$ cat config.mk
export PLATFORM = sky130hd
export DESIGN_NAME = ira_queue
export DESIGN_NICKNAME = d
export VERILOG_FILES = /design/src/rtl/ira_pkg.sv /design/src/rtl/ira_queue.sv
export SDC_FILE = /design/constraint.sdc
export NUM_CORES = 1
export LEC_CHECK = 0
export BUFFER_PORTS_ARGS = -buffer_cell sky130_fd_sc_hd__clkbuf_2
export CAP_MARGIN = 40
export CELL_PAD_IN_SITES_DETAIL_PLACEMENT = 1
export CELL_PAD_IN_SITES_GLOBAL_PLACEMENT = 1
export CORE_UTILIZATION = 40
export DETAILED_ROUTE_END_ITERATION = 8
export PLACE_DENSITY = 0.76
export REMOVE_ABC_BUFFERS = 1
export SYNTH_ARGS = -nofsm -noshare
export SYNTH_HDL_FRONTEND = slang
export SYNTH_SLANG_ARGS = --single-unit
$ cat constraint.sdc
create_clock -name clk_i -period 3.3 [get_ports clk_i]
set_input_delay 0.33 -clock clk_i [delete_from_list [all_inputs] [get_ports clk_i]]
set_output_delay 0.33 -clock clk_i [all_outputs]
set_load 0.1 [all_outputs]
$ cat src/rtl/ira_pkg.sv
// shared types, constants and helpers for the radix text converter
`default_nettype none

package ira_pkg;

  // converted word width and longest emitted text
  localparam int unsigned VALUE_BITS  = 32;
  localparam int unsigned MAX_CHARS   = 32;
  localparam int unsigned VALUE_W     = 32;
  localparam int unsigned CHAR_W      = 7;
  localparam int unsigned CFG_IDX_W   = 2;
  localparam int unsigned CFG_DATA_W  = 6;

  // octal gives the most digits
  localparam int unsigned MAX_DIGITS  = (VALUE_BITS + 2) / 3;
  localparam int unsigned DIG_IDX_W   = $clog2(MAX_DIGITS);
  localparam int unsigned DIG_CNT_W   = $clog2(MAX_DIGITS + 1);
  localparam int unsigned CHAR_CNT_W  = $clog2(MAX_CHARS + 1);

  localparam int unsigned QUEUE_DEPTH = 2;
  localparam int unsigned QPTR_W      = (QUEUE_DEPTH > 1) ? $clog2(QUEUE_DEPTH) : 1;
  localparam int unsigned QCNT_W      = $clog2(QUEUE_DEPTH + 1);

  // divide by ten: floor(x * RECIP_TEN / 2^RECIP_SHIFT) is exact for any 32-bit x
  localparam logic [31:0] RECIP_TEN   = 32'hCCCC_CCCD;
  localparam int unsigned RECIP_SHIFT = 35;

  localparam logic [CHAR_W-1:0] CH_SPACE   = 7'h20;
  localparam logic [CHAR_W-1:0] CH_MINUS   = 7'h2D;
  localparam logic [CHAR_W-1:0] CH_ZERO    = 7'h30;
  localparam logic [CHAR_W-1:0] CH_LOWER_A = 7'h61;

  localparam logic [CFG_DATA_W-1:0] FIELD_WIDTH_RESET = 6'd6;

  typedef enum logic [1:0] {
    RADIX_OCT = 2'd0,
    RADIX_DEC = 2'd1,
    RADIX_HEX = 2'd2
  } ira_radix_e;

  typedef enum logic [CFG_IDX_W-1:0] {
    REG_RADIX  = 2'd0,
    REG_SIGNED = 2'd1,
    REG_WIDTH  = 2'd2
  } ira_reg_e;

  typedef enum logic [2:0] {
    ST_IDLE,
    ST_GEN,
    ST_PAD,
    ST_SIGN,
    ST_DIGIT
  } ira_state_e;

  // one classified word waiting for conversion
  typedef struct packed {
    logic [VALUE_BITS-1:0] mag;
    logic                  neg;
    ira_radix_e            radix;
    logic                  pad_space;
    logic [CHAR_CNT_W-1:0] width;
  } ira_item_t;

  // lower case hex digit set
  function automatic logic [CHAR_W-1:0] digit_char(input logic [3:0] d);
    logic [CHAR_W-1:0] c;
    if (d < 4'd10) begin
      c = CH_ZERO + CHAR_W'(d);
    end else begin
      c = CH_LOWER_A + CHAR_W'(d - 4'd10);
    end
    return c;
  endfunction

endpackage

`default_nettype wire

$ cat src/rtl/ira_queue.sv
// short queue between the front end and the converter
`default_nettype none

module ira_queue import ira_pkg::*; (
  input  wire logic      clk_i,
  input  wire logic      rst_ni,
  input  wire logic      push_i,
  input  wire ira_item_t item_i,
  output logic           full_o,
  input  wire logic      pop_i,
  output logic           valid_o,
  output ira_item_t      item_o
);

  ira_item_t          entries_q [QUEUE_DEPTH];
  logic [QPTR_W-1:0]  wr_ptr_q, wr_ptr_d;
  logic [QPTR_W-1:0]  rd_ptr_q, rd_ptr_d;
  logic [QCNT_W-1:0]  count_q, count_d;

  assign full_o  = (count_q == QCNT_W'(QUEUE_DEPTH));
  assign valid_o = (count_q != '0);
  assign item_o  = entries_q[rd_ptr_q];

  always_comb begin
    wr_ptr_d = wr_ptr_q;
    rd_ptr_d = rd_ptr_q;
    count_d  = count_q;
    if (push_i) begin
      wr_ptr_d = (wr_ptr_q == QPTR_W'(QUEUE_DEPTH - 1)) ? '0 : wr_ptr_q + QPTR_W'(1);
    end
    if (pop_i) begin
      rd_ptr_d = (rd_ptr_q == QPTR_W'(QUEUE_DEPTH - 1)) ? '0 : rd_ptr_q + QPTR_W'(1);
    end
    if (push_i && !pop_i) begin
      count_d = count_q + QCNT_W'(1);
    end else if (pop_i && !push_i) begin
      count_d = count_q - QCNT_W'(1);
    end
  end

  always_ff @(posedge clk_i or negedge rst_ni) begin
    if (!rst_ni) begin
      wr_ptr_q <= '0;
      rd_ptr_q <= '0;
      count_q  <= '0;
    end else begin
      wr_ptr_q <= wr_ptr_d;
      rd_ptr_q <= rd_ptr_d;
      count_q  <= count_d;
    end
  end

  always_ff @(posedge clk_i) begin
    if (push_i) begin
      entries_q[wr_ptr_q] <= item_i;
    end
  end

`ifndef SYNTHESIS
  a_no_push_full: assert property (@(posedge clk_i) disable iff (!rst_ni)
    push_i |-> !full_o)
    else $error("queue written while full");
  a_no_pop_empty: assert property (@(posedge clk_i) disable iff (!rst_ni)
    pop_i |-> valid_o)
    else $error("queue read while empty");
`endif

endmodule

`default_nettype wire

Word-level counts from Yosys, hierarchy flattened
Memories as Yosys holds them, arrays and structs flattened.
Index checks and enable logic that the tools add are counted.
- input port bits: 46
- output and inout port bits: 44
- word-level logic and storage cells: 21
- memories kept: 1
- RAM bits: 84
- register bits: 4
- memories (memory ; words ; width ; read ports ; clocked after Yosys merged registers in ; write ports ; RTL line ; RTL):
    entries_q ; 2 ; 42 ; 1 ; 0 ; 1 ; ira_queue.sv:15 ; ira_item_t entries_q [QUEUE_DEPTH];
- eq/ne operators: 1
- reduce and logical (&&, ||, !) cells: 6
- add/subtract/negate cells: 4
- multiplexer cells: 6
- operators by type and width (cell ; number):
    1-bit two-way mux ; 4
    2-bit two-way mux ; 2
    2-bit nonzero test ; 2
    1-bit adder, second input constant ; 2
    2-bit by 1-bit adder with 2-bit output, second input constant ; 1
    2-bit == test, second input constant ; 1
    1-bit logical AND ; 2
    1-bit logical NOT ; 2
    2-bit by 1-bit subtractor with 2-bit output, second input constant ; 1

Logic depth before layout (Yosys ltp)
- depth in word-level cells: 4
- gate-level depth with buffers: 5
- depth with buffers taken out: 5

Least setup slack after synthesis
Ideal clock, no wire load.
- path type: reg-to-reg
- from: reg wr_ptr_q
- to: mem entries_q[0][0] (netlist bit) (enable)
- required time: 2854 ps
- clock period less this slack: 2727 ps
- path buffers: 0
- data arrival time: 2281 ps
- slack: 573 ps
- stages on the path, launching flop included: 2
- setup time: 446 ps
- path through: dfrtp_1 > nor2b_1
- RTL lines (what ; RTL line ; RTL):
    from (decl) ; ira_queue.sv:16 ; logic [QPTR_W-1:0] wr_ptr_q, wr_ptr_d;
    from (signal assigned) ; ira_queue.sv:47 ; wr_ptr_q <= wr_ptr_d;
    to (decl) ; ira_queue.sv:15 ;
No word-level cell before the write port.

==> metrics.txt <==
Worst Tran Pin Value 0.5816 ns; DRT Wirelength 6198 microns; status finished clean; Hold Path Class input port to flip-flop; hold path endpoint entries_q[0][8]$_DFFE_PP_; DR WL/cell 17.26 microns; Filler Cell Count 791; root buffer cell clkbuf_8; post-synth top area cell edfxtp_1; Post-Syn Instances 147; Main synth FF type edfxtp_1; Synth top cells by count 84 x edfxtp_1, 39 x mux2_4, 4 x buf_12, 4 x dfrtp_1, 4 x xor2_1; reg2reg path depth 3; n_diodes 0; share of the synthesized area in the top cell type 73.71%; number of synthesized register bits 88; initial antenna violation count 0; Longest Clk Path Bufs 2; CP max FO 17; H-tree level count 3; first-pass GRT wire length 9177 microns; EDFF count, synth 84; Final WS setup 0.7681 ns; setup TNS 0 ns; Fmax 395.0 MHz; CP Data Arrival Time 2.20 ns; Final period util 76.72%; RSZ-0062 raised after global routing false; kind of critical path flip-flop to primary output; Die Ht 94.50 microns; HPWL after detailed placement 4353 microns; DR iter-0 viols 34; Die ar. 8929 sq um; Worst Hold Launch item_i[8]; Max Slew Vio Count 0; Total GRT Usage 14.54%; Initial Util 41.44%; row count 33; first drt pass iteration count 4; total of max-cap violations 0; Area contributors post-synth edfxtp_1 74%, mux2_4 17%, dfrtp_1 2.9%, buf_12 2.3%, xor2_1 1.0%; Die Width 94.50 microns; P&R area growth vs syn 23.58%; CTS sink count 88; Period minus WS final 2.532 ns; Slew headroom 61.23%; worst endpoint required time 2.97 ns; Seq/Total Area, Yosys 76.64%; CTS tree done; Worst-path clk slew 0.08 ns; total gr overflow 0; worst reg2reg path endpoint entries_q[0][32]$_DFFE_PP_; mapped cell area 3422 sq um; Critical Path Source Type flip-flop; number of post-CTS setup repair buffers 0; Reg2Reg Setup Slack 1.73 ns; later-pin clock latency in the skew report 0.33 ns; hold path cells 1; synthesized area per cell 23.28 sq um; RD Place Congestion 0.6447; share of cells above drive strength 1 61.42%; core area 8258 sq um; I/O pin total 90; Synth warnings 0; most frequent cell after synthesis edfxtp_1; Setup Slack @ Placement 1.102 ns; vias in the first global route 1741; vias 1684; largest net degree at the start of global routing 23; clk_skew 0.005117 ns; PortBufs 89; ys async rst share 4.545%; r2r startpoint wr_ptr_q$_DFFE_PN0P_; Final nets 297; Critical Path End Type primary output; drc violations 0; post-route ant nets 0; final hold violations 0; total clock buffers created by CTS 9; via/cell ratio 4.691; Netlist cell types 14; Final setup viols 0
## critical path, cell delays in order (launching register included)
cell	delay [ns]
dfrtp_2	0.72
buf_4	0.40
mux2_2	0.37
clkbuf_2	0.37
## flip-flops by register name (all words and copies together) (netlist names)
register   count
count_q        2
wr_ptr_q       1
rd_ptr_q       1
entries_q     84
## cell families (layout without fill, tap and decap cells)
group | Yosys count | in the layout | share of synthesized area, %
fa+ha+maj | 1 | 1 | 0.3656
simple gates | 5 | 5 | 0.8410
xor+xnor | 5 | 5 | 1.280
buf+inv | 6 | 113 | 2.779
flops | 88 | 88 | 76.64
mux | 42 | 42 | 18.10
## metrics by stage
step	utilization, %	area (sq um)	hold slack [ns]	std cells
5_1_grt	51.21	4229	0.1449	359
4_1_cts	51.21	4229	0.1519	359
2_1_floorplan	-	3331	0.03441	142
6_report	51.21	4229	0.1765	359
3_3_place_gp	47.89	3955	0.1438	341
3_5_place_dp	48.56	4010	0.1445	343
## cell type report
cell class	instances	area, sq um	area share, %
Clock buffer	9	123.9	2.929
Clock inverter	6	85.08	2.012
Inverter	1	3.754	0.08876
Multi-Input combinational cell	53	713.2	16.86
Sequential cell	88	2624	62.04
Tap cell	105	131.4	3.107
Timing Repair Buffer	97	548.0	12.96
## worst max-delay path by stage
stage	from	end	slack [ns]	cells after the start
6_report	rd_ptr_q$_DFFE_PN0P_	item_o[22]	0.77	3
5_1_grt	rd_ptr_q$_DFFE_PN0P_	item_o[22]	0.65	3
4_1_cts	rd_ptr_q$_DFFE_PN0P_	item_o[22]	0.71	3
3_5_place_dp	rd_ptr_q$_DFFE_PN0P_	item_o[22]	1.10	3
3_3_place_gp	rd_ptr_q$_DFFE_PN0P_	item_o[22]	1.12	3
2_1_floorplan	wr_ptr_q$_DFFE_PN0P_	entries_q[0][0]$_DFFE_PP_	0.57	1
## layout by cell type (no fill, tap or decap)
cell,n
dlygate4sd3_1,1
or2_2,1
xor2_1,4
nor2b_4,1
edfxtp_1,84
ha_1,1
clkinv_1,1
mux2_2,3
buf_4,5
and2_2,1
clkbuf_2,89
mux2_4,39
clkinvlp_4,1
clkinv_4,1
dfrtp_1,3
xnor2_1,1
dfrtp_2,1
bufinv_16,2
nor2_1,1
inv_1,1
clkbuf_8,9
nor2b_1,1
clkinv_2,1
buf_16,2
## repair_timing
action,CTS,global route
hold buffers,1,0
endpoints found under the hold margin,4,0
resized for setup,0,0
## layer usage
layer | global-route usage [%] | routed length, microns | up-vias
li1 | - | - | 776
met1 | 16.78 | 2463 | 853
met2 | 25.66 | 3379 | 51
met3 | 3.945 | 298 | 4
met4 | 5.682 | 55 | 0
met5 | 0 | 0 | -
Power is left out: the tool's default activity adds up to more than one toggle a clock period on the data nets, which glitch-free logic cannot reach.
