`config.mk`:
```
export PLATFORM = sky130hd
export DESIGN_NAME = ira_front
export DESIGN_NICKNAME = d
export VERILOG_FILES = /design/src/rtl/ira_pkg.sv /design/src/rtl/ira_front.sv
export SDC_FILE = /design/constraint.sdc
export NUM_CORES = 1
export LEC_CHECK = 0
export BUFFER_PORTS_ARGS = -buffer_cell sky130_fd_sc_hd__buf_2
export CORE_MARGIN = 2
export CORE_UTILIZATION = 41
export CTS_CLUSTER_SIZE = 40
export DETAILED_ROUTE_END_ITERATION = 16
export GPL_TIMING_DRIVEN = 0
export PLACE_DENSITY = 0.77
export REMOVE_ABC_BUFFERS = 1
export SETUP_SLACK_MARGIN = 0.15
export SKIP_LAST_GASP = 1
export SYNTH_ARGS = -nofsm -noshare
export SYNTH_HDL_FRONTEND = slang
export SYNTH_SLANG_ARGS = --single-unit
```
`constraint.sdc`:
```
create_clock -name clk_i -period 2.2 [get_ports clk_i]
set_clock_uncertainty 0.15 [all_clocks]
set_input_delay 0.22 -clock clk_i [delete_from_list [all_inputs] [get_ports clk_i]]
set_output_delay 0.22 -clock clk_i [all_outputs]
set_load 0.03 [all_outputs]
```
`src/rtl/ira_pkg.sv`:
```
// shared types, constants and helpers for the radix text converter
`default_nettype none

package ira_pkg;

  // converted word width and longest emitted text
  localparam int unsigned VALUE_BITS  = 32;
  localparam int unsigned MAX_CHARS   = 32;
  localparam int unsigned VALUE_W     = 32;
  localparam int unsigned CHAR_W      = 7;
  localparam int unsigned CFG_IDX_W   = 2;
  localparam int unsigned CFG_DATA_W  = 6;

  // octal gives the most digits
  localparam int unsigned MAX_DIGITS  = (VALUE_BITS + 2) / 3;
  localparam int unsigned DIG_IDX_W   = $clog2(MAX_DIGITS);
  localparam int unsigned DIG_CNT_W   = $clog2(MAX_DIGITS + 1);
  localparam int unsigned CHAR_CNT_W  = $clog2(MAX_CHARS + 1);

  localparam int unsigned QUEUE_DEPTH = 2;
  localparam int unsigned QPTR_W      = (QUEUE_DEPTH > 1) ? $clog2(QUEUE_DEPTH) : 1;
  localparam int unsigned QCNT_W      = $clog2(QUEUE_DEPTH + 1);

  // divide by ten: floor(x * RECIP_TEN / 2^RECIP_SHIFT) is exact for any 32-bit x
  localparam logic [31:0] RECIP_TEN   = 32'hCCCC_CCCD;
  localparam int unsigned RECIP_SHIFT = 35;

  localparam logic [CHAR_W-1:0] CH_SPACE   = 7'h20;
  localparam logic [CHAR_W-1:0] CH_MINUS   = 7'h2D;
  localparam logic [CHAR_W-1:0] CH_ZERO    = 7'h30;
  localparam logic [CHAR_W-1:0] CH_LOWER_A = 7'h61;

  localparam logic [CFG_DATA_W-1:0] FIELD_WIDTH_RESET = 6'd6;

  typedef enum logic [1:0] {
    RADIX_OCT = 2'd0,
    RADIX_DEC = 2'd1,
    RADIX_HEX = 2'd2
  } ira_radix_e;

  typedef enum logic [CFG_IDX_W-1:0] {
    REG_RADIX  = 2'd0,
    REG_SIGNED = 2'd1,
    REG_WIDTH  = 2'd2
  } ira_reg_e;

  typedef enum logic [2:0] {
    ST_IDLE,
    ST_GEN,
    ST_PAD,
    ST_SIGN,
    ST_DIGIT
  } ira_state_e;

  // one classified word waiting for conversion
  typedef struct packed {
    logic [VALUE_BITS-1:0] mag;
    logic                  neg;
    ira_radix_e            radix;
    logic                  pad_space;
    logic [CHAR_CNT_W-1:0] width;
  } ira_item_t;

  // lower case hex digit set
  function automatic logic [CHAR_W-1:0] digit_char(input logic [3:0] d);
    logic [CHAR_W-1:0] c;
    if (d < 4'd10) begin
      c = CH_ZERO + CHAR_W'(d);
    end else begin
      c = CH_LOWER_A + CHAR_W'(d - 4'd10);
    end
    return c;
  endfunction

endpackage

`default_nettype wire

```
`src/rtl/ira_front.sv`:
```
// front end: configuration registers, word accept and sign classification
`default_nettype none

module ira_front import ira_pkg::*; (
  input  wire logic                  clk_i,
  input  wire logic                  rst_ni,
  input  wire logic                  start_i,
  input  wire logic [VALUE_W-1:0]    value_i,
  output logic                       busy_o,
  input  wire logic                  cfg_valid_i,
  output logic                       cfg_ready_o,
  input  wire logic [CFG_IDX_W-1:0]  cfg_index_i,
  input  wire logic [CFG_DATA_W-1:0] cfg_data_i,
  input  wire logic                  full_i,
  output logic                       push_o,
  output ira_item_t                  item_o
);

  ira_radix_e            radix_q;
  logic                  signed_q;
  logic [CFG_DATA_W-1:0] width_q;

  logic [VALUE_BITS-1:0] word;
  logic                  neg;

  assign cfg_ready_o = 1'b1;

  always_ff @(posedge clk_i or negedge rst_ni) begin
    if (!rst_ni) begin
      radix_q  <= RADIX_OCT;
      signed_q <= 1'b0;
      width_q  <= FIELD_WIDTH_RESET;
    end else if (cfg_valid_i && cfg_ready_o) begin
      unique case (ira_reg_e'(cfg_index_i))
        REG_RADIX:  radix_q  <= ira_radix_e'(cfg_data_i[1:0]);
        REG_SIGNED: signed_q <= cfg_data_i[0];
        REG_WIDTH:  width_q  <= cfg_data_i;
        default: ;
      endcase
    end
  end

  assign busy_o = full_i;
  assign push_o = start_i && !full_i;

  assign word = value_i[VALUE_BITS-1:0];
  assign neg  = signed_q && word[VALUE_BITS-1];

  always_comb begin
    item_o.mag       = neg ? (~word + VALUE_BITS'(1)) : word;
    item_o.neg       = neg;
    item_o.radix     = radix_q;
    item_o.pad_space = signed_q;
    item_o.width     = (CHAR_CNT_W'(width_q) > CHAR_CNT_W'(MAX_CHARS))
                     ? CHAR_CNT_W'(MAX_CHARS) : CHAR_CNT_W'(width_q);
  end

endmodule

`default_nettype wire

```
# == Word-level counts from Yosys, hierarchy flattened ==
# Index checks and enable logic that the tools add are counted.
# Widths: inputs -> output; s select.
# word_totals
reg_bits,9
inputBits,45
output_inout_bits,45
word_cells,17
# classes
n_addsub,1
n_lt_le_gt_ge,1
eq_ne,2
muxes,2
n_bitwise,1
n_reduce_logical,7
# ops
op,count
$add 32x1->32 const B,1
$mux 32,1
$not 32->32,1
$gt 6x6->1 const B,1
$mux 6,1
$reduce_and 2->1,3
$eq 2x1->1 const B,1
$eq 2x2->1 const B,1
$logic_and 1x1->1,2
$logic_not 2->1,1
$logic_not 1->1,1

# == Logic depth before layout (Yosys ltp) ==
# Gate-level depths: netlist of the first run.
# logic_depth
word_depth,3
mapped_depth,5
mapped_depth_nobuf,5

# == Worst setup path before layout of the first run ==
# OpenSTA, ideal clock, no wires.
# synth_path
path_type,input-to-output
from,input value_i[8]
to,output item_o[33] in the netlist's numbering
arrival_ps,1740
required_ps,1830
slack_ps,90
path_stages,4
path_buffers,0
cell_sequence,nor4_4 -> nand4b_4 -> o41a_1 -> xor2_1
# synth_lines
element,line,text
"start, declared",ira_front.sv:8,"input wire logic [VALUE_W-1:0] value_i,"
"end, declared",ira_front.sv:16,output ira_item_t item_o

==> flow_summary.toml, run 1 <==
[cts]
numClockSinks = 9
root_buffer = "clkbuf_4"
cts_tree = "yes"
clk_pin_slew_ns = 0.06
clk_latency_ns = 0.25
ctsHtreeMaxLevel = 1
cts_buffers = 3
clockBufferDepth = 2

[power_and_ir_drop]
switching_share_pct = 50.1
p_leak_uw = 0.00102
seqPwrFrac_pct = 19.0
internal-power_uw = 601
ir_drop_uv = 525
powerDensity_nw_per_um2 = 546
comb_power_share_pct = 70.7
p_sw_uw = 604
clock_power_share_pct = 10.3

[place]
place_congestion = 0.773
place_inst = 251
dpl.hpwl_um = 2590
io_buffers = 88

[cells_and_area]
drive_above_1_share_pct = 62.7
seq_area_um2 = 229
utilization_pct = 79.4
nNetsFinal = 291
final_cells = 275
n_antenna_cell = 0
multi_input_area_um2 = 1200
final_cell_mix = "64 x buf_2, 30 x buf_4, 17 x xnor2_1"
fill_cells = 179
area_growth_syn_to_layout_pct = 80.9
layout_commonest_cell = "buf_2"

[min_path]
hold_class = "primary input to flip-flop"

[floorplan]
io_pins = 90
coreArea_um2 = 2780
initial_core_util_pct = 43.9
dieHeight_um = 58.5
die_width_um = 58.5
rows = 19
die-area_um2 = 3430

[sta]
drv_slew = 0
max_freq_mhz = 459
grt_setup_unrepaired = "yes"
hold_slack_ns = 0.0475
finalSetupViolCount = 0
fin_crit_ns = 2.18
hold_viol = 0
period_share_pct = 99.1

[critical_path]
critical_path_peak_fanout = 5
crit_arrival_ns = 1.81
cp_top_family = "simple AND/OR/NAND/NOR gates"
slowest_delay_ns = 0.35
cp.required_ns = 1.83
path_class = "primary input to output port"
path_cells = "buf_12, nor4_4, buf_4, buf_4, and4b_2, a31oi_2, xor2_1, buf_4"
crit_slowest_cell = "nor4_4"
crit_path_end_kind = "output port"
crit_buf_inv = 4
crit_top_cell = "buf_4"
critPathLaunchType = "primary input"

[synthesis]
synth_top_area_share_pct = 14.4
synthesis.area_um2 = 1220
synth_edf_count = 0
yosys_warnings = 0
yosysTopAreaCell = "dfrtp_1"
synthFlopType = "dfrtp_1"
async_flop_share_pct = 100
avgSynthCellArea_um2 = 8.65
ys_types = 38
synth.area.top_cells = "dfrtp_1 14%, xnor2_1 12%, mux2_2 8.3%, xor2_1 7.9%, o31ai_1 6.2%"
syn_inst = 141
seq_area_frac_synth_pct = 18.7
ys_seq_elements = 9

[grt]
globalRouteTotalUtil_pct = 20.7
grt_pass1_vias = 1315
gr-total-overflow = 0
antenna_found_initial = 0
grt_max_degree = 17
grt_first_pass_wirelength_um = 5700

[detailed_routing]
num_vias = 1537
routedWlPerCell_um = 16.7
drt_iter0_markers = 63
drc = 0
first_pass_iters = 4
viasPerCell = 5.59
routed_wl_um = 4590
ant_nets = 0

[run]
cap_violations = 0

[run_status]
status = "finished, final reports clean"
[path summary, 6_finish.rpt]
kind | endpoint | cells after the start | slack [ns] | startpoint
worst max-delay path | item_o[31] | 8 | 0.02 | value_i[6]
worst min-delay path | width_q[2] | 2 | 0.05 | cfg_data_i[2]
worst max register to register | signed_q | 1 | 1.19 | signed_q
worst min register to register | width_q[3] | 1 | 0.35 | width_q[3]
max in group asynchronous | width_q[1] | 2 | 1.47 | rst_ni
min in group asynchronous | width_q[4] | 2 | 0.19 | rst_ni
[logic make-up (layout without fill, tap and decap cells)]
kind of cell,Yosys count,after routing,share of synthesized area (%)
other,1,1,0.307
and+or+nand+nor,50,51,28.7
muxes,9,9,8.31
xor gates and xnor gates,28,28,20.1
buffers and inverters,13,115,5.54
DFF,9,9,18.7
adders and majority gates,1,1,1.03
AOI/OAI and AO/OA,30,30,17.3
[flip-flops by register name, indices dropped and copies added, names as in the netlist]
register,cells
radix_q,2
width_q,6
signed_q,1
[layer usage]
metal	vias up	routed length (um)	GRT usage (%)
met1	721	1630	25.9
li1	729	-	-
met2	76	2520	39.8
met5	-	0	0
met4	0	82	1.99
met3	11	352	1.32
[Yosys cell counts (2+ instances only)]
cell type	count
a21oi_1	7
and2_1	3
buf_4	5
clkbuf_1	4
dfrtp_1	7
dfstp_2	2
inv_1	4
mux2_2	9
nand2_1	7
nand2b_1	2
nand3_1	2
nand3b_1	2
nand4_1	2
nor2_1	9
nor2b_1	6
nor3_1	4
nor4_1	2
nor4_4	3
o21ai_0	4
o31ai_1	10
o41ai_1	3
or4_1	2
xnor2_1	17
xor2_1	11
[through the flow]
| step | TNS (ns) | worst slack, ns | instance area, um2 | power, uW |
|---|---|---|---|---|
| 5_1_grt | -0.148 | -0.0502 | 2210 | 1270 |
| 2_1_floorplan | -5.00 | -0.308 | 1170 | 692 |
| 3_5_place_dp | -0.285 | -0.113 | 1650 | 915 |
| 4_1_cts | 0 | 0.0479 | 1920 | 1110 |
| 3_3_place_gp | -0.507 | -0.100 | 1650 | 910 |
| 6_report | 0 | 0.0197 | 2210 | 1200 |
[cell type report]
cell class | instances | area share (%)
clock buffer | 4 | 1.19
timing repair inverter | 2 | 0.680
multi-input combinational | 120 | 54.3
timing repair buffer | 105 | 30.8
tap | 31 | 1.76
inverter | 4 | 0.850
sequential | 9 | 10.4
[power by group through the flow]
stage | Combinational (uW) | Clock, uW | Sequential (uW)
6_report | 852 | 124 | 229
3_5_place_dp | 689 | 0 | 226
5_1_grt | 897 | 135 | 233
3_3_place_gp | 686 | 0 | 224
2_1_floorplan | 444 | 0 | 249
4_1_cts | 754 | 128 | 225
[timing repair]
item	CTS	global route
hold buffers	1	0
hold endpoints to repair	9	0
buffers inserted	8	8
resized for setup	34	59
setup endpoints to repair	22	25
cloned	3	0
pin swaps	8	18
Note: power is estimated with default switching activity, not from simulation.
==> inputs of run 2 (changes only) <==
--- a/config.mk
+++ b/config.mk
@@ -7,11 +7,11 @@
 export LEC_CHECK = 0
 export BUFFER_PORTS_ARGS = -buffer_cell sky130_fd_sc_hd__buf_2
 export CORE_MARGIN = 2
-export CORE_UTILIZATION = 41
+export CORE_UTILIZATION = 37
 export CTS_CLUSTER_SIZE = 40
 export DETAILED_ROUTE_END_ITERATION = 16
 export GPL_TIMING_DRIVEN = 0
-export PLACE_DENSITY = 0.77
+export PLACE_DENSITY = 0.73
 export REMOVE_ABC_BUFFERS = 1
 export SETUP_SLACK_MARGIN = 0.15
 export SKIP_LAST_GASP = 1
==> constraint.sdc (replaced) <==
create_clock -name clk_i -period 2 [get_ports clk_i]
set_clock_uncertainty 0.15 [all_clocks]
set_input_delay 0.2 -clock clk_i [delete_from_list [all_inputs] [get_ports clk_i]]
set_output_delay 0.2 -clock clk_i [all_outputs]
set_load 0.03 [all_outputs]
==> run 2 against run 1 <==
Against the previous run: the flow now finishes with violations (setup timing); sequential power up 7%; final cell count is 10% higher; design area increased by 11%; sequential share of layout area fell by 1.1 points; sequential cell count stayed put; core utilization shrank 0.52 points; critical path type unchanged; critical endpoint is now item_o[24]; largest cell class unchanged; largest power group unchanged.
==> flow_summary.toml, run 2 (synthesis results as in run 1) <==
[cells_and_area]
layout_commonest_cell = "buf_4"
drive_above_1_share_pct = 67.2
final_cell_area_um2 = 2450
n_antenna_cell = 0
utilization_pct = 78.8
top_regs = "width_q (6), radix_q (2), signed_q (1)"
top_register = "width_q"
area_growth_syn_to_layout_pct = 101
nNetsFinal = 306
final_cells = 303
final_cell_mix = "53 x buf_4, 50 x buf_2, 15 x xnor2_1"
largest_reg_flops = 6

[sta]
hold_viol = 0
max_freq_mhz = 457
period_share_pct = 109
hold_slack_ns = 0.0259
grt_setup_unrepaired = "yes"
fin_crit_ns = 2.19
drv_slew = 0
fin_ws_ns = -0.187
finalSetupViolCount = 9

[detailed_routing]
routedWlPerCell_um = 16.0
ant_nets = 0
drc = 0
viasPerCell = 5.31
drt_iter0_markers = 82
routed_wl_um = 4850
num_vias = 1608
first_pass_iters = 4

[grt]
grt_first_pass_wirelength_um = 6450
antenna_found_initial = 0
grt_max_degree = 10
grt_pass1_vias = 1494
gr-total-overflow = 0
globalRouteTotalUtil_pct = 22.7

[cts]
numClockSinks = 9
ctsHtreeMaxLevel = 1
root_buffer = "clkbuf_4"
clockBufferDepth = 2
clk_pin_slew_ns = 0.06
cts_buffers = 3
cts_tree = "yes"
clk_latency_ns = 0.25

[power_and_ir_drop]
switching_share_pct = 48.7
seqPwrFrac_pct = 17.5
internal-power_uw = 713
ir_drop_uv = 577
comb_power_share_pct = 72.8
p_leak_uw = 0.00111
powerDensity_nw_per_um2 = 569
clock_power_share_pct = 9.7
p_sw_uw = 678
finalPower_uw = 1390

[floorplan]
die-area_um2 = 3770
coreArea_um2 = 3100
initial_core_util_pct = 39.3
die_width_um = 61.4
dieHeight_um = 61.4
rows = 20
io_pins = 90

[critical_path]
crit_path_end_kind = "output port"
critPathLaunchType = "primary input"
path_class = "primary input to output port"
path_cells = "buf_4, nor4_4, buf_6, nand4b_4, buf_6, o41ai_4, xnor2_1, buf_4"
slowest_delay_ns = 0.31
crit_arrival_ns = 1.84
crit_slowest_cell = "o41ai_4"
cp.required_ns = 1.65
critical_path_peak_fanout = 6

[place]
io_buffers = 88
dpl.hpwl_um = 2570
placed_area_um2 = 1660
place_inst = 264
place_congestion = 0.717

[run_status]
violations = "setup timing"
status = "finished, violations left"

[min_path]
hold_class = "primary input to flip-flop"

[run]
cap_violations = 0
-- run 2: changes by cell type in the layout (fill, tap and decap cells not counted), sizes merged --
cell	change
clkbuf	-1
buf	+16
-- run 2: power groups by stage --
stage                     logic [uW]  clock network (uW)  registers [uW]
final                           1010                 135             244
after global routing            1070                 153             250
after CTS                        902                 141             244
after detailed placement         757                   0             247
after global placement           754                   0             246
after floorplan                  488                   0             274
-- run 2: what timing repair did --
action / CTS / global route
hold endpoints to repair: 9 / 0
hold buffers: 1 / 0
buffers inserted: 21 / 10
endpoints found under the setup margin: 32 / 31
gates resized for setup: 70 / 52
pin swaps: 21 / 13
cloned: 3 / 0
-- run 2: worst paths after layout --
check | startpoint | slack (ns) | end | cells past startpoint
max reg2reg | signed_q | 0.92 | signed_q | 2
max | value_i[6] | -0.19 | item_o[24] | 8
min in group asynchronous | rst_ni | 0.17 | width_q[5] | 2
min reg2reg | width_q[4] | 0.35 | width_q[4] | 1
max in group asynchronous | rst_ni | 1.29 | width_q[1] | 2
min | cfg_data_i[2] | 0.03 | width_q[2] | 2
-- run 2: routing by layer --
| layer | vias up | part of all wire (%) | track usage [%] |
|---|---|---|---|
| met1 | 749 | 34 | 24.6 |
| met4 | 0 | 3.4 | 5.78 |
| li1 | 758 | - | - |
| met2 | 83 | 55 | 44.8 |
| met5 | - | 0 | 0 |
| met3 | 18 | 7.1 | 3.99 |
-- run 2: worst max-delay path, delay by kind of cell --
family                 cells  cell delay, ns
AO/OA/AOI/OAI              1            0.31
buffers and inverters      4            0.70
AND/OR/NAND/NOR            2            0.42
XOR/XNOR                   1            0.19
-- run 2: per-stage QoR --
step                setup WS, ns  setup TNS, ns
global placement          -0.248          -4.02
detailed placement        -0.286          -3.60
finish                    -0.187         -0.564
CTS                      -0.0231        -0.0471
global route              -0.349          -1.68
floorplan                 -0.488          -8.46
-- run 2: layout make-up --
cell class	count	area, um2
multi-input combinational	120	1240
timing repair buffer	120	862
fill	212	657
sequential	9	228
tap	44	55.1
clock buffer	4	26.3
inverter	4	18.8
timing repair inverter	2	15.0
